--- src/cov_mul.sv ---
// ----------------------------------------------------------------------------
// cov_mul: two-stage pipelined multiplier
// Splits both operands into PW-bit chunks, registers the partial products,
// then registers their shifted sum.
// ----------------------------------------------------------------------------
module cov_mul #(
  parameter int AW  = 32,
  parameter int BW  = 32,
  parameter int PW  = 32,
  parameter int SBW = 1
) (
  input  logic              clk,
  input  logic              rst_n,
  input  logic              en,
  input  logic              vld_i,
  input  logic [AW-1:0]     a_i,
  input  logic [BW-1:0]     b_i,
  input  logic [SBW-1:0]    sb_i,
  output logic              vld_o,
  output logic [AW+BW-1:0]  p_o,
  output logic [SBW-1:0]    sb_o
);

  localparam int NA   = (AW + PW - 1) / PW;
  localparam int NB   = (BW + PW - 1) / PW;
  localparam int AXW  = NA * PW;
  localparam int BXW  = NB * PW;
  localparam int SUMW = (NA + NB) * PW;

  logic [AXW-1:0]    a_ext;
  logic [BXW-1:0]    b_ext;
  logic [2*PW-1:0]   pp_r [NA*NB];
  logic [SUMW-1:0]   acc;
  logic [AW+BW-1:0]  p_r;
  logic              v1_r, v2_r;
  logic [SBW-1:0]    sb1_r, sb2_r;

  assign a_ext = AXW'(a_i);
  assign b_ext = BXW'(b_i);

  always_ff @(posedge clk) begin
    if (en) begin
      for (int i = 0; i < NA; i++) begin
        for (int j = 0; j < NB; j++) begin
          pp_r[i*NB+j] <= a_ext[i*PW +: PW] * b_ext[j*PW +: PW];
        end
      end
      sb1_r <= sb_i;
      p_r   <= acc[AW+BW-1:0];
      sb2_r <= sb1_r;
    end
  end

  always_comb begin
    acc = '0;
    for (int i = 0; i < NA; i++) begin
      for (int j = 0; j < NB; j++) begin
        acc = acc + (SUMW'(pp_r[i*NB+j]) << ((i + j) * PW));
      end
    end
  end

  always_ff @(posedge clk) begin
    if (!rst_n) begin
      v1_r <= 1'b0;
      v2_r <= 1'b0;
    end else if (en) begin
      v1_r <= vld_i;
      v2_r <= v1_r;
    end
  end

  assign vld_o = v2_r;
  assign p_o   = p_r;
  assign sb_o  = sb2_r;

endmodule

--- config.mk ---
export PLATFORM = sky130hd
export DESIGN_NAME = cov_mul
export DESIGN_NICKNAME = d
export VERILOG_FILES = /design/src/cov_mul.sv
export SDC_FILE = /design/constraint.sdc
export NUM_CORES = 2
export LEC_CHECK = 0
export BUFFER_PORTS_ARGS = -buffer_cell sky130_fd_sc_hd__buf_2
export CAP_MARGIN = 20
export CORE_MARGIN = 1
export CORE_UTILIZATION = 60
export CTS_BUF_LIST = sky130_fd_sc_hd__clkbuf_4
export DETAILED_ROUTE_END_ITERATION = 10
export PLACE_DENSITY = 0.81
export RECOVER_POWER = 50
export SYNTH_ARGS = -nofsm -noshare
export SYNTH_HDL_FRONTEND = slang
export SYNTH_SLANG_ARGS = --single-unit
--- constraint.sdc ---
create_clock -name clk -period 7.18 [get_ports clk]
set_clock_uncertainty 0.2 [all_clocks]
set_input_delay 0.718 -clock clk [delete_from_list [all_inputs] [get_ports clk]]
set_output_delay 0.718 -clock clk [all_outputs]
set_load 0.01 [all_outputs]
==> PnR_summary.wiki <==
{| class="wikitable"
! Metric !! Value
|-
| Result of the run || finished with violations
|-
| Failing checks || max-capacitance violations, max-slew violations, negative setup slack
|-
| Final Hold Fails || 0
|-
| Main flop type after synthesis || edfxtp_1
|-
| H-tree depth || 4
|-
| ANT nets after route || 0
|-
| Area used by sequential logic in the layout || 3940 µm²
|-
| Highest net fanout along the worst path || 11
|-
| Post-synthesis register bit count || 132
|-
| Area fraction of the dominant cell type after synthesis || 0.480
|-
| Number of buffers created by CTS || 17
|-
| Row count || 91
|-
| Fraction of layout instances using a drive strength above 1 || 0.192
|-
| Slack of the critical path || -0.0722 ns
|-
| Area growth syn-to-layout || 17.3%
|-
| Post-layout nets || 5446
|-
| Antenna violations before repair || 3
|-
| Total via count in the routed design || 28200
|-
| Hold-fix buffers at CTS || 0
|-
| Chip Width || 251 µm
|-
| DRC violations left || 0
|-
| Worst slew margin || -0.838
|-
| Portion of the post-synthesis area used by sequential elements || 0.106
|-
| Worst path required time || 7.28 ns
|-
| Dominant cell by count in the synthesized netlist || fa_1
|-
| Top cells by area, synth || fa_1 (48%), edfxtp_1 (10%), and2_1 (10%)
|-
| Synthesized cell area || 37300 µm²
|-
| Starting density of the core || 0.606
|-
| Minimum period implied by the final worst setup slack || 7.25 ns
|-
| Final max-slew violation count || 54
|-
| Total placed instance area || 41800 µm²
|-
| Overall fraction of global-route tracks in use || 0.321
|-
| Tightest Pin Transition || 2.76 ns
|-
| Unique masters post-synth || 64
|-
| Kind of end point of the critical path || register
|-
| DRT Pass-1 Iters || 6
|-
| Mean cell area of the mapped netlist || 9.75 µm²
|-
| Unrepaired setup endpoints after global routing || true
|-
| RD Place Congestion || 0.952
|-
| Floorplan Core Area || 61600 µm²
|-
| Number of flops mapped to enable cells by yosys || 130
|-
| Clock Latency Late Sink || 0.55 ns
|-
| Cell area after layout || 43800 µm²
|-
| Type of the setup path with the least slack || input port to register
|-
| Initial DRC Count || 2205
|-
| TritonCTS clock tree || done
|-
| Data arrival at the endpoint of the critical path || 7.36 ns
|-
| Async S/R FF share, synth || 0
|-
| Max Clock Freq || 0.138 GHz
|-
| Die footprint || 63200 µm²
|-
| Final clock period utilization by the worst path || 1.01
|-
| Number of global-route vias before repair || 30800
|-
| Commonest cells in the netlist || fa_1 (896), inv_1 (868), and2_1 (601), nand2_1 (470), ha_1 (263)
|-
| Count of warnings emitted by yosys || 0
|-
| Number of top-level pins || 135
|-
| Post-synthesis cell count || 3831
|-
| GR Overflow Total || 0
|-
| Detailed-route wire length per cell || 19.7 µm
|-
| Number of violations of the max-capacitance limit || 1
|-
| Clock input transition at the sequential cells of the worst setup and hold paths || 0.12 ns
|-
| First-pass GRT wire length || 157000 µm
|-
| Clock root buffer master || clkbuf_4
|-
| Setup tns final || -0.244 ns
|-
| Largest area contributor in the netlist || fa_1
|-
| IO buf count || 134
|-
| Startpoint type of the worst setup path || input port
|-
| Post-Synthesis Net Count || 5059
|-
| Max Root-Sink Buffers || 2
|-
| Multi-input gate area in the final layout || 30300 µm²
|-
| Number of sinks handled by clock tree synthesis || 132
|-
| Detailed placement HPWL || 82700 µm
|-
| Number of fill cells in the layout || 4137
|-
| Overall routed net length || 99700 µm
|-
| Via-to-Cell Ratio || 5.56
|-
| Maximum number of pins on one net before global-route repair || 81
|-
| Number of setup violations in the final report || 6
|-
| Die Span Y || 251 µm
|-
| Kind of path behind the tightest hold check || input port to register
|}
## flip-flops by register name (all words and copies together) (netlist names)
signal	cells
p_o	64
pp_r	64
sb1_r	1
sb_o	1
v1_r	1
vld_o	1
## logic make-up (layout without fill, tap and decap cells)
family / count (synthesis) / in the layout / synth area share
and+or+nand+nor: 1175 / 1175 / 0.163
xor gates and xnor gates: 60 / 60 / 0.0141
AOI/OAI and AO/OA: 219 / 219 / 0.0391
muxes: 4 / 4 / 0.00114
other: 0 / 3 / 0
adders and majority gates: 1159 / 1159 / 0.568
DFF: 132 / 132 / 0.106
buffers and inverters: 1082 / 1482 / 0.109
## metal layers
metal | global-route usage | vias to the layer above | wire length, µm | share of wire
li1 | - | 12000 | - | -
met1 | 0.379 | 14400 | 34600 | 0.35
met2 | 0.565 | 1343 | 51700 | 0.52
met3 | 0.0408 | 422 | 6620 | 0.066
met4 | 0.185 | 0 | 6750 | 0.068
met5 | 0 | - | 0 | 0
## path summary, 6_finish.rpt
check	slack [ns]	cells after the start	from	to
setup reg to reg	6.24	0	pp_r[0][18]	p_o[18]
hold / removal	0.14	1	sb_i	sb1_r
hold reg to reg	0.22	0	pp_r[0][9]	p_o[9]
setup / recovery	-0.07	23	a_i[19]	pp_r[0][62]
## cell type report
cell class | instances | area share
flip-flops and latches | 132 | 0.0900
well taps | 837 | 0.0239
multi-input cells | 2617 | 0.692
diodes | 3 | 0.000171
inverters | 868 | 0.0744
repair buffers | 582 | 0.113
clock buffers | 17 | 0.00291
clock inverters | 15 | 0.00380
## placed cells by master (no fill, tap or decap), types with 15 or more instances in the layout
cell and n:
clkbuf_1 40, nand2_1 461, buf_4 384, edfxtp_1 130, buf_2 40, buf_6 61, xor2_1 22, a21oi_2 15
buf_8 21, fa_1 831, inv_1 840, a21o_1 38, nand4_1 16, nor2_1 29, a21oi_1 53, nand3_1 15
and2_4 41, ha_4 27, o21ai_0 25, clkbuf_4 22, inv_2 27, buf_12 24, fa_2 65, and2_1 560
xnor2_1 37, ha_1 234
## what timing repair did
| action | in CTS | in global routing |
|---|---|---|
| hold endpoints to repair | 0 | 0 |
| setup buffers | 13 | 20 |
| cloned | 0 | 3 |
| pin swaps | 123 | 132 |
| gates resized for setup | 169 | 223 |
| endpoints found under the setup margin | 28 | 30 |
## critical path: stages
cell,delay (ns)
buf_8,0.13
buf_4,0.14
and2_4,0.15
fa_2,0.55
fa_2,0.45
fa_1,0.50
inv_1,0.06
fa_1,0.54
inv_1,0.06
fa_1,0.55
fa_2,0.44
fa_2,0.57
fa_2,0.48
ha_4,0.28
a21o_1,0.17
o21bai_2,0.21
or3b_4,0.25
a41oi_2,0.11
a41o_4,0.29
a31oi_4,0.23
o31ai_4,0.09
a311oi_2,0.27
xnor2_1,0.10
## metrics by stage
| step | hold slack (ns) | util | worst slack [ns] | cells |
|---|---|---|---|---|
| after floorplan | 0.200 | - | -0.281 | 3831 |
| after global placement | 0.201 | 0.679 | -0.846 | 5002 |
| after detailed placement | 0.205 | 0.679 | -0.955 | 5002 |
| after CTS | 0.103 | 0.694 | -0.0298 | 5046 |
| after global routing | 0.0873 | 0.711 | -0.192 | 5071 |
| final | 0.143 | 0.711 | -0.0722 | 5071 |
Power is left out: the tool's default activity adds up to more than one toggle a clock period on the data nets, which glitch-free logic cannot reach.
