File: src/cov_sqrt.sv
// ----------------------------------------------------------------------------
// cov_sqrt: pipelined integer square root
// One result bit per stage, digit-by-digit restoring method.
// ----------------------------------------------------------------------------
module cov_sqrt #(
  parameter int IW  = 64,
  parameter int SBW = 1,
  localparam int IWE = IW + IW % 2,
  localparam int OW  = IWE / 2
) (
  input  logic            clk,
  input  logic            rst_n,
  input  logic            en,
  input  logic            vld_i,
  input  logic [IW-1:0]   rad_i,
  input  logic [SBW-1:0]  sb_i,
  output logic            vld_o,
  output logic [OW-1:0]   root_o,
  output logic [SBW-1:0]  sb_o
);

  localparam int RMW = OW + 2;

  logic             v_r    [1:OW];
  logic [RMW-1:0]   rem_r  [1:OW];
  logic [OW-1:0]    root_r [1:OW];
  logic [IWE-1:0]   op_r   [1:OW];
  logic [SBW-1:0]   sb_r   [1:OW];

  for (genvar s = 0; s < OW; s++) begin : g_stage
    logic             v_c;
    logic [RMW-1:0]   rem_c, rem_sh, trial, rem_nxt;
    logic [OW-1:0]    root_c, root_nxt;
    logic [IWE-1:0]   op_c;
    logic [SBW-1:0]   sb_c;

    if (s == 0) begin : g_first
      assign v_c    = vld_i;
      assign rem_c  = '0;
      assign root_c = '0;
      assign op_c   = IWE'(rad_i);
      assign sb_c   = sb_i;
    end else begin : g_next
      assign v_c    = v_r[s];
      assign rem_c  = rem_r[s];
      assign root_c = root_r[s];
      assign op_c   = op_r[s];
      assign sb_c   = sb_r[s];
    end

    // bring down the next two radicand bits, try 4*root+1
    always_comb begin
      rem_sh = {rem_c[RMW-3:0], op_c[IWE-1 -: 2]};
      trial  = {root_c, 2'b01};
      if (rem_sh >= trial) begin
        rem_nxt  = rem_sh - trial;
        root_nxt = {root_c[OW-2:0], 1'b1};
      end else begin
        rem_nxt  = rem_sh;
        root_nxt = {root_c[OW-2:0], 1'b0};
      end
    end

    always_ff @(posedge clk) begin
      if (!rst_n) begin
        v_r[s+1] <= 1'b0;
      end else if (en) begin
        v_r[s+1] <= v_c;
      end
    end

    always_ff @(posedge clk) begin
      if (en) begin
        rem_r[s+1]  <= rem_nxt;
        root_r[s+1] <= root_nxt;
        op_r[s+1]   <= op_c << 2;
        sb_r[s+1]   <= sb_c;
      end
    end
  end

  assign vld_o  = v_r[OW];
  assign root_o = root_r[OW];
  assign sb_o   = sb_r[OW];

endmodule

File: config.mk
export PLATFORM = sky130hd
export DESIGN_NAME = cov_sqrt
export DESIGN_NICKNAME = d
export VERILOG_FILES = /design/src/cov_sqrt.sv
export SDC_FILE = /design/constraint.sdc
export NUM_CORES = 2
export LEC_CHECK = 0
export ABC_CLOCK_PERIOD_IN_PS = 4400
export BUFFER_PORTS_ARGS = -buffer_cell sky130_fd_sc_hd__buf_2
export CAP_MARGIN = 10
export CORE_MARGIN = 10
export CORE_UTILIZATION = 60
export DETAILED_ROUTE_END_ITERATION = 6
export PLACE_DENSITY_LB_ADDON = 0.05
export SYNTH_ARGS = -nofsm -noshare
export SYNTH_HDL_FRONTEND = slang
export SYNTH_MEMORY_MAX_BITS = 65536
export SYNTH_SLANG_ARGS = --single-unit
File: constraint.sdc
create_clock -name clk -period 4.4 [get_ports clk]
set_clock_uncertainty 0.1 [all_clocks]
set_input_delay 0 -clock clk [delete_from_list [all_inputs] [get_ports clk]]
set_output_delay 0 -clock clk [all_outputs]
set_load 0.005 [all_outputs]
==> flow_summary.toml <==
[outcome]
result_of_the_run = "finished, final reports clean"

[drt]
detailedRoute.firstPassIterationCount = 6
postRouteAntennaNets = 0
drt_drc_violations_left = 0
detail_route.iter0.violations = 5271
detail_route.vias_per_cell = 5.72
routedWlPerCell_um = 19.2
drt-total-wl_mm = 229
vias = 68000

[placed_design]
placed_area_um2 = 120000
portBuffers = 102
place.detailed.hpwl_mm = 162
gpl.final_weighted_congestion = 0.911
pre_cts_slack_ns = 0.430

[timing]
worst_pin_slew_ns = 1.07
setup_ws_ns = 0.329
max_freq_ghz = 0.246
hold_violations = 0
final_max_slew_viol_count = 0
max-slew-margin-rel_pct = 27.5
setup_total_negative_slack_ns = 0
post-route-period-util_pct = 92.5
post-route-min-period_ns = 4.07
grt_setup_unrepaired = "no"
report.final.setup_viol = 0

[synth]
synth_async_sr_flop_share_pct = 0
synth.lib_cells_used.distinct = 92
avgSynthCellArea_um2 = 13.3
synthFlopType = "sky130_fd_sc_hd__edfxtp_1"
synthesis.area_um2 = 116000
synthesized_nets = 9342
ys_ff_latch = 2529
warning_count_from_the_yosys_run = 0
syn_inst = 8712
synth_enable_flop_cells = 2529
ys_seq_area_share_pct = 65.7

[final_layout]
num-fill-cells = 13800
postLayoutCoreUtil_pct = 67.5
multi_input_combinational_cell_area_um2 = 36500
share_of_final_layout_standard_cells_stronger_than_drive_strength_1_pct = 8.39
layout.cells.most_common_list = "sky130_fd_sc_hd__edfxtp_1 (2,529), sky130_fd_sc_hd__inv_1 (699), sky130_fd_sc_hd__ha_1 (561)"
layout.cell_area.non_filler_um2 = 130000
finalNetCount = 9822
most_common_cell_after_layout_fill_and_taps_aside = "sky130_fd_sc_hd__edfxtp_1"
syn2layout_area_growth_pct = 12.2
ff_latch_area_um2 = 75900

[worst_setup_path]
crit_chain = "ha_1, nor2b_1, o21ai_0, a21oi_1, o311ai_0, o31ai_1, buf_4, a221o_1, a21oi_1, nand2_1, buf_12, mux2_2"
cp.arrival_ns = 4.60
crit_required_ns = 4.93
crit_path_max_incr_delay_ns = 0.91
worstPathBufferInverterCount = 2
endpoint_kind = "flop"
timing.critical_path.mode_cell = "sky130_fd_sc_hd__a21oi_1"
timing.setup.critical_path_class = "reg2reg"
critical_path.slowest_cell = "sky130_fd_sc_hd__o311ai_0"
reg2reg_setup_slack_ns = 0.33
timing.critical_path.fanout_max = 51
cp_top_family = "compound AO/OA/AOI/OAI gates"
startpoint_type = "flop"

[clock_network]
clock_tree.htree_level_count = 5
post_cts.repair.setup_buffers = 0
ctsRootBufferMaster = "sky130_fd_sc_hd__clkbuf_16"
cts_tree = "done"
clk_pin_slew_ns = 0.06
clkLatencyLatePin_ns = 0.91
clock_buffer_count_from_cts = 279
cts_sinks = 2529
cts.path.max_buffers = 4

[pwr]
p_sw_uw = 18800
share_seq_of_total_power_pct = 47.7
p_per_area_nw_per_um2 = 526
comb_power_share_pct = 20.6
internal_power_component_uw = 49500
total_leakage_power_uw = 0.0501
share_clk_of_total_power_pct = 31.7
switching_share_pct = 27.6
max-vdd-ir-drop_mv = 0.412

[floorplanning]
die-area_um2 = 211000
fp.dieH_um = 459
die_w_um = 459
effective_utilization_at_floorplan_pct = 60.2
row_count = 161
io_pins = 103
fp.coreArea_um2 = 192000

[grt]
gr_util_met2_pct = 37.6
gr-usage-met1_pct = 28.0
total_overflow_reported_by_the_global_router = 0
grt_antenna_before_repair = 2
gr-usage-met3_pct = 2.93
largest_net_degree_at_the_start_of_global_routing = 158
grt_util_all_layers_pct = 21.5
grt_pass1_wl_mm = 365
grt_busiest_layer = "met2"
number_of_global_route_vias_before_repair = 67000

[min_path]
min_path_type = "in2reg"

[job]
drv.max_cap_violation_count = 0
per-stage QoR:
stage / std cells / hold WS (ns) / power, uW
final: 11900 / 0.190 / 68300
after detailed placement: 11300 / 0.0781 / 46900
after CTS: 11900 / 0.128 / 68900
after global placement: 11300 / 0.0761 / 46600
after global routing: 11900 / 0.171 / 71800
after floorplan: 8712 / -0.00113 / 42500
layer usage:
metal	share of wire [%]	wire length (um)
met5	0	0
met4	2.9	6640
met3	4.0	9220
met2	51	116000
met1	43	97400
cell usage after synthesis (all sizes together), types with 16 or more instances:
cell type	n	share of area [%]
a2111oi	18	0.14
clkbuf	135	0.44
o21bai	45	0.29
o31ai	56	0.37
o21ai	453	2.0
nor2	513	1.7
nor4	103	0.59
nand4	84	0.45
nand2b	109	0.59
inv	700	2.3
o211ai	23	0.15
or2	52	0.28
a31oi	53	0.29
xor2	387	2.9
o21a	103	0.67
and3	81	0.44
nor3	211	0.93
nor2b	81	0.44
nor3b	17	0.11
a31o	16	0.12
and2	30	0.16
nand3	128	0.55
a21boi	24	0.16
a21o	222	1.4
a21oi	517	2.2
mux2	89	0.87
or3	104	0.57
edfxtp	2529	66
xnor2	408	3.1
a211oi	36	0.23
ha	561	6.1
nand2	542	1.8
or4	43	0.29
buf	27	0.12
final timing paths:
| check | from | endpoint | cells past startpoint |
|---|---|---|---|
| worst min-delay path | en | root_r[0][162] | 2 |
| worst min register to register | op_r[0][581] | op_r[0][645] | 0 |
| worst max-delay path | rem_r[0][952] | rem_r[0][994] | 12 |
| worst max register to register | rem_r[0][952] | rem_r[0][994] | 12 |
flip-flops by register name, summed over array words and instances (netlist names):
signal / count
v_r: 32
op_r: 992
root_r: 528
sb_r: 32
rem_r: 945
final cells by class:
class | instances | share of cell area [%]
Sequential cell | 2529 | 58.5
Multi-Input combinational cell | 5320 | 28.1
Clock buffer | 331 | 5.58
Tap cell | 2526 | 2.44
Timing Repair Buffer | 361 | 2.43
Inverter | 701 | 2.03
Clock inverter | 131 | 0.887
Antenna cell | 2 | 0.00386
repair_timing:
action	4_1_cts	5_1_grt
hold buffers	136	0
endpoints found under the hold margin	1286	0
resized for setup	0	1
endpoints found under the setup margin	0	3
power by group through the flow:
stage                     logic [uW]  registers [uW]  clock network (uW)
after floorplan                10400           32100                   0
after global placement         13600           33100                   0
after detailed placement       13800           33100                   0
after CTS                      14000           32600               22300
after global routing           15700           32900               23200
final                          14100           32600               21600
cells by family after synthesis:
family | synth area share (%)
flip-flops | 65.7
AND/OR/NAND/NOR | 9.33
AO/OA/AOI/OAI | 9.09
buffers and inverters | 2.83
XOR/XNOR | 6.02
adder cells (fa/ha/maj) | 6.07
multiplexers | 0.962
other | 0.00324
No activity file was read; power rests on OpenSTA's default activity.
